--- config.mk ---
export PLATFORM = sky130hd
export DESIGN_NAME = delta_timer_queue_top
export DESIGN_NICKNAME = d
export VERILOG_FILES = /design/src/rtl/dtq_pkg.sv /design/src/rtl/delta_timer_queue_top.sv
export SDC_FILE = /design/constraint.sdc
export NUM_CORES = 2
export LEC_CHECK = 0
export ABC_AREA = 0
export ABC_CLOCK_PERIOD_IN_PS = 11800
export BUFFER_PORTS_ARGS = -buffer_cell sky130_fd_sc_hd__clkbuf_2
export CAP_MARGIN = 30
export CELL_PAD_IN_SITES_DETAIL_PLACEMENT = 1
export CELL_PAD_IN_SITES_GLOBAL_PLACEMENT = 1
export CORE_MARGIN = 5
export CORE_UTILIZATION = 44
export CTS_CLUSTER_DIAMETER = 100
export DETAILED_ROUTE_END_ITERATION = 10
export GPL_ROUTABILITY_DRIVEN = 0
export GPL_TIMING_DRIVEN = 0
export PLACE_DENSITY = 0.66
export SLEW_MARGIN = 20
export SYNTH_ARGS = -nofsm -noshare
export SYNTH_HDL_FRONTEND = slang
export SYNTH_SLANG_ARGS = --single-unit
--- constraint.sdc ---
create_clock -name clk -period 11.8 [get_ports clk]
set_input_delay 1.77 -clock clk [delete_from_list [all_inputs] [get_ports clk]]
set_output_delay 1.77 -clock clk [all_outputs]
set_load 0.05 [all_outputs]
--- src/rtl/dtq_pkg.sv ---
// ----------------------------------------------------------------------------
// dtq_pkg
// Shared codes, field widths and parameter defaults for the delta timer queue.
// ----------------------------------------------------------------------------
package dtq_pkg;

	localparam int CAPACITY_DEF    = 64;
	localparam int DELAY_WIDTH_DEF = 16;

	localparam int REQ_W      = 2;
	localparam int ID_W       = 8;
	localparam int DELAY_IN_W = 16;
	localparam int STATUS_W   = 2;

	localparam logic [REQ_W-1:0] REQ_INSERT       = 2'd0;
	localparam logic [REQ_W-1:0] REQ_REMOVE_CARRY = 2'd1;
	localparam logic [REQ_W-1:0] REQ_REMOVE_PLAIN = 2'd2;

	localparam logic [STATUS_W-1:0] STATUS_OK    = 2'd0;
	localparam logic [STATUS_W-1:0] STATUS_EMPTY = 2'd1;
	localparam logic [STATUS_W-1:0] STATUS_FULL  = 2'd2;

endpackage

--- src/rtl/delta_timer_queue_top.sv ---
// An insert runs alloc, a walk over the passed entries, then writes of the new entry,
// its successor and its predecessor as needed; a remove runs pop, an optional carry
// and the free-list write. Full, empty and unused requests go straight to finish. One
// request at a time; the walk reads one entry per cycle from the single-read-port RAM.
// Reset clears the control registers only; the entry RAM is not cleared. Never-used
// slots are tracked by a high-water counter instead, so no clearing pass is needed.
// ----------------------------------------------------------------------------
// delta_timer_queue_top
// Sorted delta list of timer entries kept as linked slots in one entry RAM.
// ----------------------------------------------------------------------------
module delta_timer_queue_top #(
	parameter int CAPACITY    = dtq_pkg::CAPACITY_DEF,
	parameter int DELAY_WIDTH = dtq_pkg::DELAY_WIDTH_DEF
) (
	input  logic                           clk,
	input  logic                           arst_n,
	input  logic                           in_valid,
	output logic                           in_stall,
	input  logic [dtq_pkg::REQ_W-1:0]      req_type,
	input  logic [dtq_pkg::ID_W-1:0]       entry_id,
	input  logic [dtq_pkg::DELAY_IN_W-1:0] delay,
	output logic                           out_valid,
	input  logic                           out_stall,
	output logic [dtq_pkg::ID_W-1:0]       removed_id,
	output logic [dtq_pkg::STATUS_W-1:0]   status
);
	import dtq_pkg::*;

	localparam int IW = (CAPACITY > 1) ? $clog2(CAPACITY) : 1;
	localparam int CW = $clog2(CAPACITY + 1);
	localparam int DW = DELAY_WIDTH;

	typedef struct packed {
		logic [IW-1:0]   link;
		logic [ID_W-1:0] id;
		logic [DW-1:0]   delta;
	} entry_t;

	typedef enum logic [3:0] {
		S_IDLE,
		S_ALLOC,
		S_WALK,
		S_WR_NODE,
		S_WR_CUR,
		S_WR_PREV,
		S_POP,
		S_CARRY,
		S_WR_OLD,
		S_FIN
	} state_t;

	state_t state_q;

	// Entry RAM, one write and one registered read per cycle.
	entry_t        mem [CAPACITY];
	entry_t        rd_q;
	logic [IW-1:0] rd_addr;
	logic          wr_en;
	logic [IW-1:0] wr_addr;
	entry_t        wr_data;

	// Control state.
	logic [IW-1:0] head_q;
	logic [IW-1:0] free_q;
	logic [CW-1:0] count_q;
	logic [CW-1:0] hw_q;
	logic          out_valid_q;
	logic [ID_W-1:0]     removed_id_q;
	logic [STATUS_W-1:0] status_q;

	// Per-request working registers.
	logic [DW-1:0]       delay_q;
	logic [ID_W-1:0]     id_q;
	logic [IW-1:0]       node_q;
	logic [IW-1:0]       cur_q;
	logic [IW-1:0]       prev_q;
	logic [IW-1:0]       old_q;
	logic [IW-1:0]       next_q;
	logic [CW-1:0]       passed_q;
	logic                has_prev_q;
	logic                stop_q;
	logic                carry_q;
	entry_t              cur_word_q;
	entry_t              prev_word_q;
	entry_t              old_word_q;
	logic [ID_W-1:0]     res_id_q;
	logic [STATUS_W-1:0] res_status_q;

	logic          accept;
	logic          is_full;
	logic          is_empty;
	logic [31:0]   delay_ext;
	logic [DW-1:0] delay_in;
	logic          walk_go;
	logic [DW:0]   carry_sum;
	logic [DW-1:0] carry_sat;
	logic [IW-1:0] node_succ;

	assign accept    = in_valid && (state_q == S_IDLE);
	assign in_stall  = (state_q != S_IDLE);
	assign is_full   = (count_q == CW'(CAPACITY));
	assign is_empty  = (count_q == '0);
	assign delay_ext = 32'(delay);
	assign delay_in  = delay_ext[DW-1:0];

	// The walk passes an entry while its delta still fits into the remaining delay,
	// so a new entry lands after every entry with an equal absolute delay.
	assign walk_go   = (passed_q != count_q) && (delay_q >= rd_q.delta);

	assign carry_sum = {1'b0, rd_q.delta} + {1'b0, old_word_q.delta};
	assign carry_sat = carry_sum[DW] ? {DW{1'b1}} : carry_sum[DW-1:0];

	// Successor of a never-used slot in the initial free chain.
	assign node_succ = (node_q == IW'(CAPACITY - 1)) ? '0 : node_q + 1'b1;

	always_comb begin
		rd_addr = cur_q;
		wr_en   = 1'b0;
		wr_addr = node_q;
		wr_data = cur_word_q;
		unique case (state_q)
			S_IDLE: begin
				rd_addr = (req_type == REQ_INSERT) ? free_q : head_q;
			end
			S_ALLOC: begin
				rd_addr = cur_q;
			end
			S_WALK: begin
				rd_addr = rd_q.link;
			end
			S_POP: begin
				rd_addr = rd_q.link;
			end
			S_WR_NODE: begin
				wr_en         = 1'b1;
				wr_addr       = node_q;
				wr_data.link  = stop_q ? cur_q : '0;
				wr_data.id    = id_q;
				wr_data.delta = delay_q;
			end
			S_WR_CUR: begin
				wr_en         = 1'b1;
				wr_addr       = cur_q;
				wr_data       = cur_word_q;
				wr_data.delta = cur_word_q.delta - delay_q;
			end
			S_WR_PREV: begin
				wr_en        = 1'b1;
				wr_addr      = prev_q;
				wr_data      = prev_word_q;
				wr_data.link = node_q;
			end
			S_CARRY: begin
				wr_en         = 1'b1;
				wr_addr       = next_q;
				wr_data       = rd_q;
				wr_data.delta = carry_sat;
			end
			S_WR_OLD: begin
				wr_en        = 1'b1;
				wr_addr      = old_q;
				wr_data      = old_word_q;
				wr_data.link = free_q;
			end
			S_FIN: begin
				rd_addr = cur_q;
			end
			default: begin
				rd_addr = cur_q;
			end
		endcase
	end

	always_ff @(posedge clk) begin
		if (wr_en) begin
			mem[wr_addr] <= wr_data;
		end
		rd_q <= mem[rd_addr];
	end

	// Working registers; they carry no control meaning across requests.
	always_ff @(posedge clk) begin
		unique case (state_q)
			S_IDLE: begin
				delay_q    <= delay_in;
				id_q       <= entry_id;
				node_q     <= free_q;
				cur_q      <= head_q;
				old_q      <= head_q;
				passed_q   <= '0;
				has_prev_q <= 1'b0;
				carry_q    <= (req_type == REQ_REMOVE_CARRY);
				res_id_q   <= '0;
				if (req_type == REQ_INSERT && is_full) begin
					res_status_q <= STATUS_FULL;
				end else if ((req_type == REQ_REMOVE_CARRY ||
						req_type == REQ_REMOVE_PLAIN) && is_empty) begin
					res_status_q <= STATUS_EMPTY;
				end else begin
					res_status_q <= STATUS_OK;
				end
			end
			S_WALK: begin
				if (walk_go) begin
					delay_q     <= delay_q - rd_q.delta;
					prev_q      <= cur_q;
					prev_word_q <= rd_q;
					has_prev_q  <= 1'b1;
					cur_q       <= rd_q.link;
					passed_q    <= passed_q + 1'b1;
				end else begin
					stop_q     <= (passed_q != count_q);
					cur_word_q <= rd_q;
				end
			end
			S_POP: begin
				res_id_q   <= rd_q.id;
				old_word_q <= rd_q;
				next_q     <= rd_q.link;
			end
			default: begin
				res_id_q <= res_id_q;
			end
		endcase
	end

	always_ff @(posedge clk or negedge arst_n) begin
		if (!arst_n) begin
			state_q      <= S_IDLE;
			head_q       <= '0;
			free_q       <= '0;
			count_q      <= '0;
			hw_q         <= '0;
			out_valid_q  <= 1'b0;
			removed_id_q <= '0;
			status_q     <= STATUS_OK;
		end else begin
			// The finish state owns the result beat while it waits there.
			if (out_valid_q && !out_stall && state_q != S_FIN) begin
				out_valid_q <= 1'b0;
			end
			unique case (state_q)
				S_IDLE: begin
					if (accept) begin
						if (req_type == REQ_INSERT) begin
							state_q <= is_full ? S_FIN : S_ALLOC;
						end else if (req_type == REQ_REMOVE_CARRY ||
								req_type == REQ_REMOVE_PLAIN) begin
							state_q <= is_empty ? S_FIN : S_POP;
						end else begin
							state_q <= S_FIN;
						end
					end
				end
				S_ALLOC: begin
					// A slot at the high-water mark was never written; its link
					// is the next slot of the initial chain.
					if (CW'(node_q) == hw_q) begin
						free_q <= node_succ;
						hw_q   <= hw_q + 1'b1;
					end else begin
						free_q <= rd_q.link;
					end
					state_q <= S_WALK;
				end
				S_WALK: begin
					if (!walk_go) begin
						state_q <= S_WR_NODE;
					end
				end
				S_WR_NODE: begin
					count_q <= count_q + 1'b1;
					if (!has_prev_q) begin
						head_q <= node_q;
					end
					if (stop_q) begin
						state_q <= S_WR_CUR;
					end else if (has_prev_q) begin
						state_q <= S_WR_PREV;
					end else begin
						state_q <= S_FIN;
					end
				end
				S_WR_CUR: begin
					state_q <= has_prev_q ? S_WR_PREV : S_FIN;
				end
				S_WR_PREV: begin
					state_q <= S_FIN;
				end
				S_POP: begin
					count_q <= count_q - 1'b1;
					head_q  <= (count_q != CW'(1)) ? rd_q.link : '0;
					if (carry_q && count_q != CW'(1)) begin
						state_q <= S_CARRY;
					end else begin
						state_q <= S_WR_OLD;
					end
				end
				S_CARRY: begin
					state_q <= S_WR_OLD;
				end
				S_WR_OLD: begin
					free_q  <= old_q;
					state_q <= S_FIN;
				end
				S_FIN: begin
					if (!out_valid_q || !out_stall) begin
						out_valid_q  <= 1'b1;
						removed_id_q <= res_id_q;
						status_q     <= res_status_q;
						state_q      <= S_IDLE;
					end
				end
				default: begin
					state_q <= S_IDLE;
				end
			endcase
		end
	end

	assign out_valid  = out_valid_q;
	assign removed_id = removed_id_q;
	assign status     = status_q;

`ifndef SYNTH
	// Live entries can never outnumber the slots, nor the slots ever handed out.
	a_count_bound: assert property (@(posedge clk) disable iff (!arst_n)
		(count_q <= CW'(CAPACITY)) && (count_q <= hw_q))
		else $error("entry count exceeds capacity or used slots");

	a_walk_bound: assert property (@(posedge clk) disable iff (!arst_n)
		(state_q == S_WALK) |-> (passed_q <= count_q))
		else $error("insert walk passed more entries than are live");

	// The slot being filled came from the free list and cannot be the successor.
	a_node_free: assert property (@(posedge clk) disable iff (!arst_n)
		(state_q == S_WR_NODE && stop_q) |-> (node_q != cur_q))
		else $error("new entry links to itself");

	a_prev_link: assert property (@(posedge clk) disable iff (!arst_n)
		(state_q == S_WR_PREV) |-> (has_prev_q && prev_q != node_q))
		else $error("predecessor link written without a predecessor");

	a_result_src: assert property (@(posedge clk) disable iff (!arst_n)
		$rose(out_valid_q) |-> ($past(state_q) == S_FIN))
		else $error("result beat raised outside the finish state");
`endif

endmodule

**Word level (Yosys, flattened, before mapping)**

Memory sizes are Yosys's and may differ from the RTL's. A register that Yosys moved wholly into a read port is not among the register bits.
Index checks and enable logic that the tools add are counted.

- Add/sub/neg operators: 8
- Magnitude comparators: 1
- Equality and inequality tests: 22
- Muxes and demuxes: 40
- Bitwise logic cells: 1
- Reduce and logical (&&, ||, !) cells: 29

Operators by type and width:

| kind | count |
|---|---|
| 30-bit one-hot mux with 5 select lines | 1 |
| 6-bit one-hot mux with 2 select lines | 4 |
| 6-bit 2-to-1 mux | 7 |
| 4-bit 2-to-1 mux | 10 |
| 4-bit one-hot mux with 9 select lines | 1 |
| 16-bit 2-to-1 mux | 2 |
| 16-bit one-hot mux with 2 select lines | 1 |
| 16-bit subtractor | 2 |
| 7-bit one-hot mux with 2 select lines | 2 |
| 6-bit one-hot mux with 4 select lines | 1 |
| 7-bit by 1-bit adder with 7-bit output, second input constant | 3 |
| 16-bit by 16-bit adder with 17-bit output | 1 |
| 4-bit by 3-bit == test with 1-bit output, second input constant | 4 |
| 16-bit greater-or-equal comparator | 1 |
| 8-bit one-hot mux with 2 select lines | 1 |
| 2-bit AND reduction | 6 |
| 2-bit != test, second input constant | 5 |
| 4-bit by 2-bit == test with 1-bit output, second input constant | 2 |
| 4-bit == test, second input constant | 2 |
| 1-bit 2-to-1 mux | 8 |
| 2-bit nonzero test | 4 |
| 6-bit by 7-bit == test with 1-bit output | 1 |
| 7-bit == test, second input constant | 1 |
| 1-bit logical AND | 7 |
| other kinds (21) | 24 |

- Register bits after elaboration: 193
- Bits in writable memories: 1920
- Input bits: 30
- Output and inout bits: 12
- Logic and storage cells: 130
- Memories: 1

Memories:

| name | depth | width | rd ports | clocked after memory_dff | wr ports | RTL line | RTL |
|---|---|---|---|---|---|---|---|
| mem | 64 | 30 | 1 | 1 | 1 | delta_timer_queue_top.sv:55 | `entry_t mem [CAPACITY];` |

**Longest topological paths before layout**

- Word-level depth: 6
- Depth in mapped cells: 17
- Mapped depth without buffers: 11

**Least setup slack after synthesis**

Ideal clock, no wire load.

- Path kind: flip-flop to flip-flop
- Start point: register delay_q[1]
- End point: memory mem[0][13] in the netlist's numbering, data pin
- Setup time: 0.585 ns
- Arrival: 4.385 ns
- Required time: 11.215 ns
- Slack: 6.830 ns
- Cell stages (with the launch flop): 11
- Path buffers: 0
- Period minus slack after synthesis: 4.970 ns
- Path through: edfxtp_1 -> inv_1 -> ha_1 -> nor2b_1 -> o2111a_1 -> nor3_1 -> nor3b_1 -> a2111oi_0 -> o21ai_0 -> mux2i_1 -> a41oi_1

RTL lines:

| what | RTL line | RTL |
|---|---|---|
| start, declared | delta_timer_queue_top.sv:72 | `logic [DW-1:0] delay_q;` |
| start signal, assigned | delta_timer_queue_top.sv:185 | `delay_q <= delay_in;` |
| start signal, assigned | delta_timer_queue_top.sv:205 | `delay_q <= delay_q - rd_q.delta;` |
| end, declared | delta_timer_queue_top.sv:55 |  |

**Worst setup path in the final report**

- Start point: input req_type[1] in the netlist's numbering
- End point: register rd_q[8] (netlist name)

- Longest elaborated chain between the ends: 3

RTL lines:

| what | RTL line | RTL |
|---|---|---|
| start, declared | delta_timer_queue_top.sv:19 | `input logic [dtq_pkg::REQ_W-1:0] req_type,` |
| 2-bit zero test | delta_timer_queue_top.sv:123 | `rd_addr = (req_type == REQ_INSERT) ? free_q : head_q;` |
| 6-bit 2-to-1 mux | delta_timer_queue_top.sv:123 |  |
| 6-bit one-hot mux with 2 select lines | delta_timer_queue_top.sv:121 | `unique case (state_q)` |

No other way between the ends.
A chain may end at the register's enable or synchronous reset.

==> flow_results.org <==
** Timing
- Final Cycle Share :: 53.3%
- Setup slack of the critical path after layout :: 5.51 ns
- Setup repair after global routing missed its margin :: no
- Setup Skew :: 0.0539 ns
- Number of endpoints with negative hold slack in the final report :: 0
- Slew at the pin closest to its max-slew limit :: 1.10 ns
- Finish-stage setup viols :: 0
- For the final routed database, the setup TNS stands at 0 ns.
- Worst relative slew slack :: 26.0%
- The clock period could shrink to 6.29 ns.
- Max-slew violation count :: 0
- Static timing analysis puts the maximum clock frequency at 159 MHz.

** Global route
- Initial antenna violation count :: 39
- Total global routing track utilization :: 26.8%
- Summed over all layers, the global routing overflow is 0.
- Global-route wire length before repair :: 394 mm
- Entering global routing, the biggest net connects 49 pins.
- The via count of the first global-routing pass came to 53.7k.

** Critical path
- For the worst flop-to-flop path, the logic depth is 12.
- Worst reg2reg startpoint :: state_q[3]
- The critical path in this run is classified as input port to flip-flop.
- Of all nets on the critical path, the largest fanout is 11.
- For flop-to-flop paths, the worst setup slack is 5.95 ns.
- Crit start category :: input port
- FF-to-FF End :: rd_q[8]
- STA classifies the critical path endpoint as a flip-flop.
- Data arrives at the worst endpoint at 7.05 ns.
- At the worst endpoint, the required time is 12.56 ns.

** Routing
- Average wire length per cell after detail routing :: 31.4 µm
- Overall routed net length :: 278 mm
- Before antenna repair, the detailed router went through 6 iterations.
- DRC violation count after routing :: 0
- Using the TritonRoute via totals, the vias-per-cell ratio works out to 5.92.
- Number of routed nets with antenna violations :: 0
- Via count :: 52.5k
- The detailed router finished its first iteration with 6,108 violations.

** Run
- Max-cap violations in this run came to 0.

** Placed design
- After legalization and detailed placement, the total HPWL measured 196 mm.
- Number of port buffers :: 41
- Area of placed instances :: 94,400 µm²
- Worst setup slack after placement :: 4.85 ns

** Min path
- Min-delay worst type :: flip-flop to flip-flop
- The worst hold path terminates at status[0].
- Hold path startpoint :: res_status_q[0]
- Cell count of the worst hold path :: 1

** CTS
- The clock drives 2,143 sinks.
- The clock tree synthesis step divided the H-tree into 4 levels.
- Clock tree synthesis inserted a total of 224 buffers.
- Number of gates resized after CTS :: 0
- Clock-pin slew on the worst setup and hold paths :: 0.06 ns
- Post-CTS Setup Bufs :: 0
- Clock tree from TritonCTS :: done
- Root buffer cell :: sky130_fd_sc_hd__clkbuf_16
- The clock reaches the later pin of the worst-skew pair after 0.88 ns.
- No sink is reached through more buffers than the 3 on the longest clock path.
- # hold bufs at CTS :: 0

** Layout
- Final-stage net count :: 6,112
- Reg area :: 63,800 µm²
- Post-Layout Inst Area :: 101,000 µm²
- The filler cells instantiated in the layout total 18.6k.
- Area of combinational cells with multiple inputs :: 21,700 µm²
- The post-route netlist has 15.0% of its cells at a drive strength greater than 1.
- For this run, the share of the core covered by cells in the final layout is 52.0%.
- From synthesis to final layout, the design area changed by 17.6%.

** Die
- Die width :: 453 µm
- Die Footprint :: 205,000 µm²
- Starting density of the core :: 44.2%
- Boundary Pins :: 42
- Standard-cell rows :: 162
- In this run the standard cell core region covers 195,000 µm².
- Measured along the y axis, the die boundary spans 453 µm.

** Synthesis
- By count the netlist is led by 2,072 x sky130_fd_sc_hd__edfxtp_1, 1,028 x sky130_fd_sc_hd__nand2_1, 536 x sky130_fd_sc_hd__mux2i_1.
- The share of synthesized area in the top cell type comes to 72.2%.
- sky130_fd_sc_hd__edfxtp_1 takes more of the synthesized area than any other cell.
- Mapped Cells :: 5,584
- Post-synth cell types :: 70
- Post-synthesis async set-or-reset flop share :: 1.91%
- Yosys mapped a number of flops with a built-in enable equal to 2,072.
- Average cell area after synthesis :: 15.4 µm²
- Synthesis produced a netlist with a net count of 5,672.
- In this run, synthesis produced a sequential element count of 2,143.
- The mapped netlist covers 86,200 µm².
- Of the synthesized area, sequential elements account for 74.0%.
- In the post-synthesis netlist, the cell with the most instances is sky130_fd_sc_hd__edfxtp_1.
- Yosys printed 0 warnings.
- Synth top area cells :: sky130_fd_sc_hd__edfxtp_1 72%, sky130_fd_sc_hd__mux2i_1 6.2%, sky130_fd_sc_hd__nand2_1 4.5%
- Among all flip-flop cells after synthesis, the most frequent one is sky130_fd_sc_hd__edfxtp_1.

** Status
- Result of the run :: finished, final reports clean
[cells by family after synthesis]
kind of cell | share of synthesized area, %
mux | 9.51
compound gates | 3.30
fa+ha+maj | 0.868
simple gates | 9.67
xor+xnor | 0.630
flops | 74.0
buf+inv | 1.98
[registers in the layout, indices dropped and copies added, names as in the netlist, 4 cells and up]
signal	flops
old_q	6
res_id_q	8
next_q	6
head_q	6
mem	1920
state_q	4
count_q	7
cur_word_q	30
passed_q	7
free_q	6
removed_id	8
rd_q	30
node_q	6
id_q	8
prev_word_q	24
hw_q	7
old_word_q	24
prev_q	6
delay_q	16
cur_q	6
[how the worst max path moves through the flow]
stage,startpoint,endpoint,slack (ns),cells past startpoint
after global routing,req_type[1],rd_q[4],5.50,15
after detailed placement,req_type[1],rd_q[9],4.85,15
after global placement,state_q[3],mem[32][8],1.29,6
final,req_type[1],rd_q[8],5.51,15
after CTS,req_type[1],rd_q[2],5.76,15
after floorplan,delay_q[1],mem[0][13],6.83,10
[per-stage QoR]
| step | std cells | hold slack [ns] |
|---|---|---|
| global route | 8837 | 0.496 |
| floorplan | 5584 | 0.437 |
| global placement | 8249 | 0.464 |
| CTS | 8834 | 0.483 |
| finish | 8858 | 0.482 |
| detailed placement | 8420 | 0.470 |
[critical path, cell delays in order]
cell                        delay (ns)
sky130_fd_sc_hd__clkbuf_2         0.08
sky130_fd_sc_hd__inv_1            0.08
sky130_fd_sc_hd__ha_1             0.15
sky130_fd_sc_hd__clkbuf_1         0.56
sky130_fd_sc_hd__mux2i_1          0.16
sky130_fd_sc_hd__o2bb2ai_1        0.32
sky130_fd_sc_hd__a21o_1           0.20
sky130_fd_sc_hd__clkbuf_2         0.59
sky130_fd_sc_hd__clkbuf_1         0.77
sky130_fd_sc_hd__clkbuf_1         0.52
sky130_fd_sc_hd__nand2_1          0.12
sky130_fd_sc_hd__nand3_1          0.11
sky130_fd_sc_hd__nand4_1          0.23
sky130_fd_sc_hd__a211oi_1         0.97
sky130_fd_sc_hd__or4_1            0.39
[area by class of cell]
type | count | share of cell area (%)
clock buffer | 278 | 5.77
inverter | 53 | 0.197
buffer | 310 | 1.49
multi-input combinational | 3078 | 21.4
sequential | 2143 | 63.0
tap | 2624 | 3.24
timing repair buffer | 214 | 3.80
antenna | 22 | 0.0543
clock inverter | 136 | 1.06
[layer usage]
layer	vias up	track usage [%]	wire length (µm)
met5	-	0	63
met4	12	12.5	13900
met3	514	5.37	22900
met2	2361	42.1	129000
met1	27300	36.2	112000
li1	22300	-	-
[layout by cell type, fill, tap and decap left out, types with 19 or more instances in the layout]
cell type | Yosys | layout
sky130_fd_sc_hd__edfxtp_1 | 2072 | 2072
sky130_fd_sc_hd__nand2_1 | 1028 | 1027
sky130_fd_sc_hd__mux2i_1 | 536 | 536
sky130_fd_sc_hd__nand3_1 | 453 | 439
sky130_fd_sc_hd__clkbuf_16 | 0 | 225
sky130_fd_sc_hd__clkbuf_1 | 157 | 203
sky130_fd_sc_hd__nand4_1 | 128 | 128
sky130_fd_sc_hd__mux4_2 | 119 | 119
sky130_fd_sc_hd__buf_2 | 101 | 115
sky130_fd_sc_hd__buf_16 | 0 | 86
sky130_fd_sc_hd__a21oi_1 | 83 | 81
sky130_fd_sc_hd__nor2_1 | 144 | 80
sky130_fd_sc_hd__a211oi_1 | 99 | 77
sky130_fd_sc_hd__nor2_4 | 0 | 64
sky130_fd_sc_hd__o21ai_0 | 63 | 62
sky130_fd_sc_hd__clkinv_1 | 0 | 60
sky130_fd_sc_hd__ha_1 | 55 | 55
sky130_fd_sc_hd__inv_1 | 52 | 52
sky130_fd_sc_hd__clkinv_2 | 1 | 46
sky130_fd_sc_hd__buf_12 | 0 | 46
sky130_fd_sc_hd__clkbuf_2 | 0 | 45
sky130_fd_sc_hd__buf_4 | 32 | 45
sky130_fd_sc_hd__dfrtp_1 | 41 | 41
sky130_fd_sc_hd__xnor2_1 | 38 | 38
sky130_fd_sc_hd__a22oi_1 | 33 | 33
sky130_fd_sc_hd__a32oi_1 | 31 | 31
sky130_fd_sc_hd__or4_1 | 30 | 30
sky130_fd_sc_hd__dfxtp_1 | 30 | 30
sky130_fd_sc_hd__xor2_1 | 24 | 24
sky130_fd_sc_hd__diode_2 | 0 | 22
sky130_fd_sc_hd__a211oi_2 | 0 | 22
sky130_fd_sc_hd__and3_1 | 19 | 19
Power is left out: the tool's default activity adds up to more than one toggle a clock period on the data nets, which glitch-free logic cannot reach.
